===== config.mk =====
export PLATFORM = sky130hd
export DESIGN_NAME = delayed_sync_event_scheduler
export DESIGN_NICKNAME = d
export VERILOG_FILES = /design/src/rtl/dses_pkg.sv /design/src/rtl/dses_front.sv /design/src/rtl/dses_back.sv /design/src/rtl/delayed_sync_event_scheduler.sv
export SDC_FILE = /design/constraint.sdc
export NUM_CORES = 2
export LEC_CHECK = 0
export BUFFER_PORTS_ARGS = -buffer_cell sky130_fd_sc_hd__buf_2
export CAP_MARGIN = 20
export CORE_MARGIN = 2
export CORE_UTILIZATION = 40
export DETAILED_ROUTE_END_ITERATION = 12
export GPL_TIMING_DRIVEN = 0
export PLACE_DENSITY = 0.67
export SETUP_SLACK_MARGIN = 0.5
export SLEW_MARGIN = 20
export SYNTH_ARGS = -nofsm -noshare
export SYNTH_HDL_FRONTEND = slang
export SYNTH_HIERARCHICAL = 1
export SYNTH_SLANG_ARGS = --single-unit

===== constraint.sdc =====
create_clock -name clock -period 6.9 [get_ports clock]
set_input_delay 0.69 -clock clock [delete_from_list [all_inputs] [get_ports clock]]
set_output_delay 0.69 -clock clock [all_outputs]
set_load 0.005 [all_outputs]

===== src/rtl/dses_pkg.sv =====
`timescale 1ns / 1ps

package dses_pkg;

   // Queue of released-later sync events
   localparam int QUEUE_DEPTH = 16;
   localparam int Q_IDX_W     = $clog2(QUEUE_DEPTH);
   localparam int Q_CNT_W     = $clog2(QUEUE_DEPTH + 1);

   // Command queue between front and back
   localparam int CMD_FIFO_DEPTH = 2;
   localparam int CF_IDX_W       = $clog2(CMD_FIFO_DEPTH);
   localparam int CF_CNT_W       = $clog2(CMD_FIFO_DEPTH + 1);

   // Input op codes
   localparam logic OP_BYTE = 1'b0;
   localparam logic OP_TICK = 1'b1;

   // Result kinds
   localparam logic EV_IMMEDIATE = 1'b0;
   localparam logic EV_DELAYED   = 1'b1;

   // Command kinds
   localparam logic [1:0] CMD_PCT  = 2'd0;
   localparam logic [1:0] CMD_SYNC = 2'd1;
   localparam logic [1:0] CMD_TICK = 2'd2;

   // Byte classes
   localparam logic [7:0] PCT_MAX_BYTE = 8'd100;
   localparam logic [6:0] PCT_CLAMP    = 7'd99;
   localparam logic [7:0] SYNC_FIRST   = 8'd105;
   localparam logic [7:0] SYNC_LAST    = 8'd108;

   // floor(x / 100) = (x * RECIP_100) >> RECIP_SHIFT, exact for x < 2**23
   localparam logic [23:0] RECIP_100   = 24'd10737419;
   localparam int          RECIP_SHIFT = 30;

   typedef struct packed {
      logic [1:0] kind;
      logic [6:0] arg;   // percent for CMD_PCT, eye value for CMD_SYNC
   } cmd_type;

   typedef struct packed {
      logic [1:0]  eye;
      logic [31:0] stamp;
   } pend_type;

endpackage


===== src/rtl/dses_front.sv =====
`timescale 1ns / 1ps

module dses_front (
   input  logic              clock,
   input  logic              reset,
   input  logic              req_tvalid,
   output logic              req_tready,
   input  logic [7:0]        req_tdata,
   input  logic              req_tuser,
   output logic              cmd_valid,
   input  logic              cmd_ready,
   output dses_pkg::cmd_type cmd
);

   dses_pkg::cmd_type cls;
   logic              keep;
   logic [7:0]        eye_diff;

   always_comb begin
      cls      = '0;
      keep     = 1'b0;
      eye_diff = req_tdata - dses_pkg::SYNC_FIRST;
      if (req_tuser == dses_pkg::OP_TICK) begin
         cls.kind = dses_pkg::CMD_TICK;
         keep     = 1'b1;
      end else if (req_tdata <= dses_pkg::PCT_MAX_BYTE) begin
         cls.kind = dses_pkg::CMD_PCT;
         cls.arg  = (req_tdata == dses_pkg::PCT_MAX_BYTE) ? dses_pkg::PCT_CLAMP
                                                          : req_tdata[6:0];
         keep     = 1'b1;
      end else if (req_tdata >= dses_pkg::SYNC_FIRST && req_tdata <= dses_pkg::SYNC_LAST) begin
         cls.kind = dses_pkg::CMD_SYNC;
         cls.arg  = {5'b0, eye_diff[1:0]};
         keep     = 1'b1;
      end
   end

   // small command queue; ignored bytes never enter it
   dses_pkg::cmd_type                   fifo_ff [dses_pkg::CMD_FIFO_DEPTH];
   logic [dses_pkg::CF_IDX_W-1:0]       wr_ptr_ff, wr_ptr_in;
   logic [dses_pkg::CF_IDX_W-1:0]       rd_ptr_ff, rd_ptr_in;
   logic [dses_pkg::CF_CNT_W-1:0]       count_ff, count_in;
   logic                                push, pop;

   assign req_tready = (count_ff != dses_pkg::CF_CNT_W'(dses_pkg::CMD_FIFO_DEPTH));
   assign push       = req_tvalid && req_tready && keep;
   assign cmd_valid  = (count_ff != '0);
   assign pop        = cmd_valid && cmd_ready;
   assign cmd        = fifo_ff[rd_ptr_ff];

   always_comb begin
      wr_ptr_in = wr_ptr_ff;
      rd_ptr_in = rd_ptr_ff;
      count_in  = count_ff;
      if (push) begin
         wr_ptr_in = (wr_ptr_ff == dses_pkg::CF_IDX_W'(dses_pkg::CMD_FIFO_DEPTH - 1))
                     ? '0 : wr_ptr_ff + 1'b1;
      end
      if (pop) begin
         rd_ptr_in = (rd_ptr_ff == dses_pkg::CF_IDX_W'(dses_pkg::CMD_FIFO_DEPTH - 1))
                     ? '0 : rd_ptr_ff + 1'b1;
      end
      if (push && !pop) begin
         count_in = count_ff + 1'b1;
      end else if (pop && !push) begin
         count_in = count_ff - 1'b1;
      end
   end

   always_ff @(posedge clock) begin
      if (reset) begin
         wr_ptr_ff <= '0;
         rd_ptr_ff <= '0;
         count_ff  <= '0;
      end else begin
         wr_ptr_ff <= wr_ptr_in;
         rd_ptr_ff <= rd_ptr_in;
         count_ff  <= count_in;
      end
   end

   always_ff @(posedge clock) begin
      if (push) begin
         fifo_ff[wr_ptr_ff] <= cls;
      end
   end

endmodule


===== src/rtl/dses_back.sv =====
`timescale 1ns / 1ps

module dses_back (
   input  logic              clock,
   input  logic              reset,
   input  logic              cmd_valid,
   output logic              cmd_ready,
   input  dses_pkg::cmd_type cmd,
   output logic              rsp_tvalid,
   input  logic              rsp_tready,
   output logic [7:0]        rsp_tdata,
   output logic              rsp_tuser
);

   localparam logic [1:0] ST_IDLE  = 2'd0;
   localparam logic [1:0] ST_SCALE = 2'd1;
   localparam logic [1:0] ST_DUE   = 2'd2;

   localparam int Q_IDX_W_L = dses_pkg::Q_IDX_W;

   logic [1:0]                    state_ff, state_in;
   logic [31:0]                   tick_ff, tick_in;
   logic [31:0]                   last_sync_ff, last_sync_in;
   logic [15:0]                   period_ff, period_in;
   logic [6:0]                    percent_ff, percent_in;
   logic [Q_IDX_W_L-1:0]          head_ff, head_in;
   logic [Q_IDX_W_L-1:0]          tail_ff, tail_in;
   logic [dses_pkg::Q_CNT_W-1:0]  count_ff, count_in;
   logic [22:0]                   product_ff, product_in;
   logic [15:0]                   offset_ff, offset_in;
   logic                          out_valid_ff, out_valid_in;
   logic                          out_kind_ff, out_kind_in;
   logic [1:0]                    out_eye_ff, out_eye_in;
   logic                          out_ovf_ff, out_ovf_in;

   dses_pkg::pend_type            pending_mem [dses_pkg::QUEUE_DEPTH];
   dses_pkg::pend_type            head_rd_ff;
   dses_pkg::pend_type            wr_entry;
   logic                          mem_we, mem_re;

   logic                          out_free;
   logic                          q_full;
   logic [46:0]                   scaled;
   logic [31:0]                   due;
   logic [15:0]                   tick_diff;

   assign out_free  = !out_valid_ff || rsp_tready;
   assign q_full    = (count_ff == dses_pkg::Q_CNT_W'(dses_pkg::QUEUE_DEPTH));
   assign cmd_ready = (state_ff == ST_IDLE) && (cmd.kind != dses_pkg::CMD_SYNC || out_free);
   assign scaled    = product_ff * dses_pkg::RECIP_100;
   assign due       = head_rd_ff.stamp + {16'b0, offset_ff};
   assign tick_diff = 16'(tick_ff - last_sync_ff);

   assign rsp_tvalid = out_valid_ff;
   assign rsp_tuser  = out_kind_ff;
   assign rsp_tdata  = {5'b0, out_ovf_ff, out_eye_ff};

   always_comb begin
      state_in     = state_ff;
      tick_in      = tick_ff;
      last_sync_in = last_sync_ff;
      period_in    = period_ff;
      percent_in   = percent_ff;
      head_in      = head_ff;
      tail_in      = tail_ff;
      count_in     = count_ff;
      product_in   = product_ff;
      offset_in    = offset_ff;
      out_valid_in = out_valid_ff && !rsp_tready;
      out_kind_in  = out_kind_ff;
      out_eye_in   = out_eye_ff;
      out_ovf_in   = out_ovf_ff;
      mem_we       = 1'b0;
      mem_re       = 1'b0;
      wr_entry.eye   = cmd.arg[1:0];
      wr_entry.stamp = tick_ff;

      case (state_ff)
         ST_IDLE: begin
            if (cmd_valid && cmd_ready) begin
               case (cmd.kind)
                  dses_pkg::CMD_PCT: begin
                     percent_in = cmd.arg;
                  end
                  dses_pkg::CMD_SYNC: begin
                     if (cmd.arg[1:0] == 2'd0) begin
                        period_in    = tick_diff;
                        last_sync_in = tick_ff;
                     end
                     if (!q_full) begin
                        mem_we   = 1'b1;
                        tail_in  = (tail_ff == Q_IDX_W_L'(dses_pkg::QUEUE_DEPTH - 1))
                                   ? '0 : tail_ff + 1'b1;
                        count_in = count_ff + 1'b1;
                     end
                     out_valid_in = 1'b1;
                     out_kind_in  = dses_pkg::EV_IMMEDIATE;
                     out_eye_in   = cmd.arg[1:0];
                     out_ovf_in   = q_full;
                  end
                  dses_pkg::CMD_TICK: begin
                     tick_in    = tick_ff + 32'd1;
                     product_in = period_ff * percent_ff;
                     mem_re     = 1'b1;
                     state_in   = ST_SCALE;
                  end
                  default: begin
                  end
               endcase
            end
         end
         ST_SCALE: begin
            offset_in = scaled[dses_pkg::RECIP_SHIFT +: 16];
            state_in  = ST_DUE;
         end
         ST_DUE: begin
            if (count_ff == '0 || !(due < tick_ff)) begin
               state_in = ST_IDLE;
            end else if (out_free) begin
               out_valid_in = 1'b1;
               out_kind_in  = dses_pkg::EV_DELAYED;
               out_eye_in   = head_rd_ff.eye;
               out_ovf_in   = 1'b0;
               head_in      = (head_ff == Q_IDX_W_L'(dses_pkg::QUEUE_DEPTH - 1))
                              ? '0 : head_ff + 1'b1;
               count_in     = count_ff - 1'b1;
               state_in     = ST_IDLE;
            end
         end
         default: begin
            state_in = ST_IDLE;
         end
      endcase
   end

   always_ff @(posedge clock) begin
      if (reset) begin
         state_ff     <= ST_IDLE;
         tick_ff      <= '0;
         last_sync_ff <= '0;
         period_ff    <= '0;
         percent_ff   <= '0;
         head_ff      <= '0;
         tail_ff      <= '0;
         count_ff     <= '0;
         out_valid_ff <= 1'b0;
      end else begin
         state_ff     <= state_in;
         tick_ff      <= tick_in;
         last_sync_ff <= last_sync_in;
         period_ff    <= period_in;
         percent_ff   <= percent_in;
         head_ff      <= head_in;
         tail_ff      <= tail_in;
         count_ff     <= count_in;
         out_valid_ff <= out_valid_in;
      end
   end

   always_ff @(posedge clock) begin
      product_ff  <= product_in;
      offset_ff   <= offset_in;
      out_kind_ff <= out_kind_in;
      out_eye_ff  <= out_eye_in;
      out_ovf_ff  <= out_ovf_in;
   end

   // event queue storage: one write port at tail, registered read at head
   always_ff @(posedge clock) begin
      if (mem_we) begin
         pending_mem[tail_ff] <= wr_entry;
      end
   end

   always_ff @(posedge clock) begin
      if (mem_re) begin
         head_rd_ff <= pending_mem[head_ff];
      end
   end

endmodule


===== src/rtl/delayed_sync_event_scheduler.sv =====
`timescale 1ns / 1ps

// Delayed sync event scheduler.
// Input stream (req_): one beat per received serial byte or timer tick.
// Bytes 0..100 set the delay percent (100 is held as 99), bytes 105..108 are
// sync events, all other bytes are dropped in the front end.
// Output stream (rsp_): one beat per immediate sync report and one per
// delayed release of a queued sync event.
// With the back end idle, an immediate report passes through the command
// queue and the back end's output register before it shows on rsp_tvalid;
// a tick's release also passes through the SCALE and DUE states.
// Throughput: the two-entry command queue takes one beat a cycle while it is
// not full; the back end retires a byte command straight from idle and a
// tick in steps (multiply, divide by 100 through a reciprocal multiply, then
// the due compare on the stamp read from the event queue memory).
// Reset clears counters, period, percent and the event queue pointers; queue
// entries are not cleared; one is read on each tick but used only once written.
// A stalled rsp_tready holds the current result; the back end waits with its
// next result, and the input side keeps accepting until the command queue
// fills.
module delayed_sync_event_scheduler (
   input  logic       clock,
   input  logic       reset,
   input  logic       req_tvalid,
   output logic       req_tready,
   input  logic [7:0] req_tdata,   // [7:0] byte_value
   input  logic       req_tuser,   // [0] op
   output logic       rsp_tvalid,
   input  logic       rsp_tready,
   output logic [7:0] rsp_tdata,   // [1:0] eye_value, [2] queue_overflow, [7:3] zero
   output logic       rsp_tuser    // [0] event_kind
);

   logic              cmd_valid;
   logic              cmd_ready;
   dses_pkg::cmd_type cmd;

   dses_front u_front (
      .clock      (clock),
      .reset      (reset),
      .req_tvalid (req_tvalid),
      .req_tready (req_tready),
      .req_tdata  (req_tdata),
      .req_tuser  (req_tuser),
      .cmd_valid  (cmd_valid),
      .cmd_ready  (cmd_ready),
      .cmd        (cmd)
   );

   dses_back u_back (
      .clock      (clock),
      .reset      (reset),
      .cmd_valid  (cmd_valid),
      .cmd_ready  (cmd_ready),
      .cmd        (cmd),
      .rsp_tvalid (rsp_tvalid),
      .rsp_tready (rsp_tready),
      .rsp_tdata  (rsp_tdata),
      .rsp_tuser  (rsp_tuser)
   );

endmodule


# [Yosys cells after proc, flatten, opt, wreduce, memory -nomap -nowiden]
# Memories as Yosys holds them, arrays and structs flattened. A register that Yosys moved wholly into a read port is not among the register bits.
# Cells that the tools add are included.
[word_totals] ff_bits=134 latchBits=0 ramBits=562 mem_bits_ro=0 input_bits=13 out_inout_bits=11 elab_cells=145 memories=2
[mem_list] memory="u_back.pending_mem" words=16 word_bits=34 read_ports=1 rd_clocked_by_memory_dff=1 wr=1 line="dses_back.sv:36" rtl="dses_pkg::pend_type pending_mem [dses_pkg::QUEUE_DEPTH];"
[mem_list] memory="u_front.fifo_ff" words=2 word_bits=9 read_ports=1 rd_clocked_by_memory_dff=1 wr=1 line="dses_front.sv:39" rtl="dses_pkg::cmd_type fifo_ff [dses_pkg::CMD_FIFO_DEPTH];"
[op_classes] n_addsub=12 n_mul=2 n_div=0 magnitude_cmp=4 n_eq_ne=17 n_shift=0 mux=58 n_bitwise=2 n_reduce_logical=31
[op_table] operator="23-bit by 24-bit multiplier with 46-bit output (second input constant)" count=1
[op_table] operator="32-bit by 1-bit adder with 32-bit output (second input constant)" count=1
[op_table] operator="32-bit by 16-bit adder with 32-bit output" count=1
[op_table] operator="32-bit less-than comparator" count=1
[op_table] operator="1-bit 2-to-1 mux" count=30
[op_table] operator="5-bit 2-to-1 mux" count=5
[op_table] operator="16-bit by 7-bit multiplier with 23-bit output" count=1
[op_table] operator="2-bit 2-to-1 mux" count=11
[op_table] operator="8-bit by 7-bit <= comparator with 1-bit output (second input constant)" count=2
[op_table] operator="16-bit subtractor" count=1
[op_table] operator="7-bit 2-to-1 mux" count=2
[op_table] operator="2-bit != test (second input constant)" count=6
[op_table] operator="3-bit AND reduction" count=4
[op_table] operator="5-bit case mux with 2 select lines" count=1
[op_table] operator="9-bit 2-to-1 mux" count=1
[op_table] operator="4-bit by 1-bit adder with 4-bit output (second input constant)" count=2
[op_table] operator="4-bit equality test (second input constant)" count=2
[op_table] operator="8-bit by 7-bit equality test with 1-bit output (second input constant)" count=1
[op_table] operator="8-bit by 7-bit >= comparator with 1-bit output (second input constant)" count=1
[op_table] operator="1-bit logical AND" count=8
[op_table] operator="4-bit 2-to-1 mux" count=2
[op_table] operator="8-bit 2-to-1 mux" count=1
[op_table] operator="4-bit AND reduction" count=2
[op_table] operator="2-bit logical NOT" count=3
[op_table] operator="other kinds (20)" count=36

# [Logic depth before layout (Yosys ltp)]
[logic_depth] depth_word=10 ltp_mapped=25 mapped_depth_nobuf=25

# [Cells and area by module]
# The synthesis kept the hierarchy.
[by_module_without_submodules] mod="dses_back" instances=1 cells_each=2945 area_each_um2=41273.3
[by_module_without_submodules] mod="dses_front" instances=1 cells_each=82 area_each_um2=1107.3

# [Worst setup path after synthesis]
# No wires, ideal clock.
[synth_path] path_type="register to register" from="register u_back.product_ff[6]" to="register u_back.offset_ff[15] (data pin)" setup_ns=0.273 arrival_ns=6.202 t_required_ns=6.627 slack_ns=0.425 stages_incl_launch_ff=24 period_less_slack_ns=6.475 path_cell_list="edfxtp_1 -> inv_1 -> fa_1 -> inv_1 -> fa_1 -> inv_1 -> fa_1 -> fa_1 -> inv_1 -> fa_1 -> fa_1 -> inv_1 -> fa_1 -> inv_1 -> ha_1 -> nand4_1 -> nor2_1 -> nand2_1 -> nor4b_1 -> o21ai_0 -> a21oi_1 -> o2111ai_1 -> a21oi_1 -> a311oi_1"
[synth_between] elab_chain_cells=1
[synth_rtl] element="start: declaration" line="dses_back.sv:29" rtl="logic [22:0] product_ff, product_in;"
[synth_rtl] element="start signal: assignment" line="dses_back.sv:161" rtl="product_ff <= product_in;"
[synth_rtl] element="23-bit by 24-bit multiplier with 46-bit output" line="dses_back.sv:50" rtl="assign scaled = product_ff * dses_pkg::RECIP_100;"
[synth_rtl] element="named net u_back.scaled[45]" line="dses_back.sv:43" rtl="logic [46:0] scaled;"
[synth_rtl] element="end signal: assignment" line="dses_back.sv:162" rtl="offset_ff <= offset_in;"
[synth_rtl] element="end: declaration" line="dses_back.sv:30" rtl="logic [15:0] offset_ff, offset_in;"
# The timed path passes the listed nets, and every way through them passes these cells.
# A chain may end at the register's enable or synchronous reset.

# [Worst setup path in the final report]
[layout_path] from="register u_back.product_ff[2]" to="register u_back.offset_ff[9] (data pin)"
# Same word-level chain as after synthesis.

==> results_dict.tcl <==
set metrics [dict create \
    drtAntennaViolNets 0 \
    cts-root-to-sink-buffers 3 \
    global_route.overflow_total 0 \
    worstPathMaxFanout 3 \
    pin_count_of_the_biggest_net_entering_global_routing 24 \
    dp_worst_setup_slack_ns -0.549 \
    critical_path.endpoint_type "flip-flop" \
    synth.top_cells.by_area "sky130_fd_sc_hd__edfxtp_1, sky130_fd_sc_hd__fa_1, sky130_fd_sc_hd__ha_1" \
    synth_commonest_cells "sky130_fd_sc_hd__edfxtp_1, sky130_fd_sc_hd__inv_1, sky130_fd_sc_hd__ha_1, sky130_fd_sc_hd__fa_1" \
    async_flop_share_pct 0 \
    gp_congestion 0.880 \
    drive_above_1_share_pct 16.8 \
    dpl_cell_area_um2 45200 \
    timing.critical_path.slowest_cell_delay_ns 0.56 \
    route.detailed.vias_per_inst 5.18 \
    wire_per_inst_um 20.2 \
    timing.max_slew.rel_slack_pct 27.9 \
    floorplan.die_area_um2 109000 \
    ys_warn_count 6 \
    cts_max_level 3 \
    fin_skew_ns 0.0416 \
    cts_inserted_buffers 78 \
    timing.critical_path.arrival_ns 6.84 \
    r2r_end "u_back/offset_ff[9]" \
    initial_core_util_pct 40.3 \
    floorplan.rows 119 \
    global_route.usage.total_pct 17.7 \
    whs_endpoint "u_front/fifo_ff[0][8]" \
    clock_transition_time_at_the_flip_flop_clock_pins_of_the_worst_setup_and_hold_paths_ns 0.06 \
    clock_sink_count 731 \
    outcome "completed" \
    number_of_drc_markers_after_the_initial_detailed_route_iteration 1684 \
    finalWorstPathRequiredPeriod_ns 6.49 \
    areaGrowthSynthToFinish_pct 14.9 \
    via_count 24385 \
    die_x_um 330 \
    fillerInstances 9161 \
    yosys.cell_count.top_type "sky130_fd_sc_hd__edfxtp_1" \
    fmax_ghz 0.154 \
    reg2reg_from "u_back/product_ff[2]" \
    max_cap_viol_count 0 \
    hold_path.startpoint "req_tuser" \
    clock_latency_ns 0.64 \
    post_synth.cell_area_avg_um2 14.0 \
    timing.setup.critical_path_class "flip-flop to flip-flop" \
    cts.root.buffer_cell "sky130_fd_sc_hd__clkbuf_16" \
    max_slew.worst_pin.slew_ns 1.08 \
    crit_path_top_cell_by_count "sky130_fd_sc_hd__fa_1" \
    critical_path_cell_by_cell "fa_1 > fa_1 > inv_1 > fa_1 > inv_2 > fa_1 > fa_1 > fa_1 > inv_2 > fa_1 > inv_2 > ha_4 > a211oi_2 > o21bai_1 > a211oi_2 > o21ai_4 > o21ai_4 > buf_4 > a31oi_4 > o21ai_2 > a21boi_2 > o31a_1" \
    hold_viol 0 \
    antenna_violations_before_repair 0 \
    worst_slack_ns 0.412 \
    tritoncts "yes" \
    synth_top_area_share_pct 45.3 \
    synth_edf_count 639 \
    final_max_slew_viol_count 0 \
    detailed_routing_iterations_pass_1 5 \
    core-area_um2 105000 \
    post_synth_num_cell_types 74 \
    setup.reg_to_reg.worst_slack_ns 0.41 \
    num-nets-final 3885 \
    netlist_instances 3027 \
    setup.worst_path.start_class "flip-flop" \
    finalSetupViolCount 0 \
    routed_wirelength_mm 95.1 \
    setup-tns-final_ns 0 \
    i_o_pins 24 \
    period_share_pct 94.0 \
    synth_flop_cell "sky130_fd_sc_hd__edfxtp_1" \
    synth-seq-cells 731 \
    first_pass_grt_wire_length_mm 147 \
    die_h_um 330 \
    synth.largest_area_cell "sky130_fd_sc_hd__edfxtp_1" \
    numPortBuffers 18 \
    fraction_of_the_yosys_area_taken_by_sequential_cells_pct 49.6 \
    cp.required_ns 7.25 \
    synth.cell_area_um2 42400 \
    rsz0062_at_grt "true" \
    holdCritPathClass "input pin to flip-flop" \
    post-route-drc-count 0 \
    diodes 0 \
    post-dp-hpwl_mm 70.2 \
    vias_in_the_first_global_route 25236 \
    layout.cell_area.non_filler_um2 48700 \
    worstRegToRegCells 22 \
    cp_slowest_cell "sky130_fd_sc_hd__fa_1" \
    whs_path_depth 1 \
]
[metrics by stage]
step                utilization, %  hold slack, ns  cells
floorplan                        -           0.436   3031
global placement              42.1           0.443   4440
detailed placement            43.0           0.448   4491
CTS                           45.9           0.319   4675
global route                  46.3           0.337   4703
finish                        46.3           0.355   4703
[area by class of cell]
cell class	count	area [µm²]	share of cell area, %
Sequential cell	731	21000	43.2
Multi-Input combinational cell	1742	19700	40.5
Clock buffer	103	2110	4.33
Inverter	480	1800	3.70
Tap cell	1391	1740	3.57
Timing Repair Buffer	139	1500	3.08
Clock inverter	39	480	0.986
Buffer	78	344	0.706
[critical path: cells and delay by family (launching register included)]
kind            cells  cell delay (ns)
flops               1             0.45
compound gates      9             1.50
fa+ha+maj           8             3.91
buf+inv             5             0.36
[what timing repair did]
action	in CTS	in global routing
hold buffers	0	0
hold endpoints to repair	0	0
pin swaps	27	41
gates resized for setup	38	52
endpoints found under the setup margin	18	19
buffers inserted	42	26
[layout by cell type (no fill, tap or decap), drive strengths merged, types with 18 or more instances in the layout]
cell type,count
a21o,39
a21oi,99
and2,60
buf,159
clkbuf,161
clkinv,27
dfxtp,92
edfxtp,639
fa,266
ha,356
inv,483
mux4,170
nand2,170
nand2b,18
nand3,30
nand4,23
nor2,122
nor3,38
o21ai,38
xnor2,77
xor2,24
[logic make-up (layout without fill, tap and decap cells)]
family	count (synthesis)	count (layout)	share of synthesized area [%]
AOI/OAI and AO/OA	275	275	4.20
xor gates and xnor gates	101	101	2.09
muxes	194	194	9.65
adders and majority gates	622	622	23.1
buffers and inverters	558	839	5.04
DFF	731	731	49.6
and+or+nand+nor	545	545	6.32
other	1	5	0.00885
[registers in the layout, indices dropped and copies added (netlist names), named ones only]
signal and flops:
u_back/head_rd_ff 34, u_back/head_ff 4, u_back/rsp_tuser 1, u_back/period_ff 16
u_back/last_sync_ff 16, u_front/fifo_ff 18, u_back/count_ff 5, u_front/count_ff 2
u_front/rd_ptr_ff 1, u_back/offset_ff 16, u_front/wr_ptr_ff 1, u_back/rsp_tvalid 1
u_back/out_ovf_ff 1, u_back/state_ff 2, u_back/product_ff 23, u_back/percent_ff 7
u_back/tail_ff 4, u_back/pending_mem 544, u_back/tick_ff 32, u_back/out_eye_ff 2
[layer usage]
metal	GRT usage (%)	vias up	share of wire, %
li1	-	11175	-
met1	22.9	12447	42
met2	31.2	620	51
met3	2.29	143	4.8
met4	4.71	0	2.6
met5	0	-	0
[worst max path at each step]
stage,startpoint,to,slack [ns],cells past startpoint
floorplan,u_back/product_ff[6],u_back/offset_ff[15],0.54,23
global placement,flip-flop,u_back/pending_mem[3][18],-1.39,7
detailed placement,u_back/product_ff[5],u_back/offset_ff[15],-0.55,23
CTS,u_back/product_ff[4],u_back/offset_ff[15],0.45,23
global route,u_back/product_ff[5],u_back/offset_ff[15],0.24,23
finish,u_back/product_ff[2],u_back/offset_ff[9],0.41,22
Power is not shown: default switching activity piles up to over one toggle a cycle in this logic, so the estimate is an artifact.
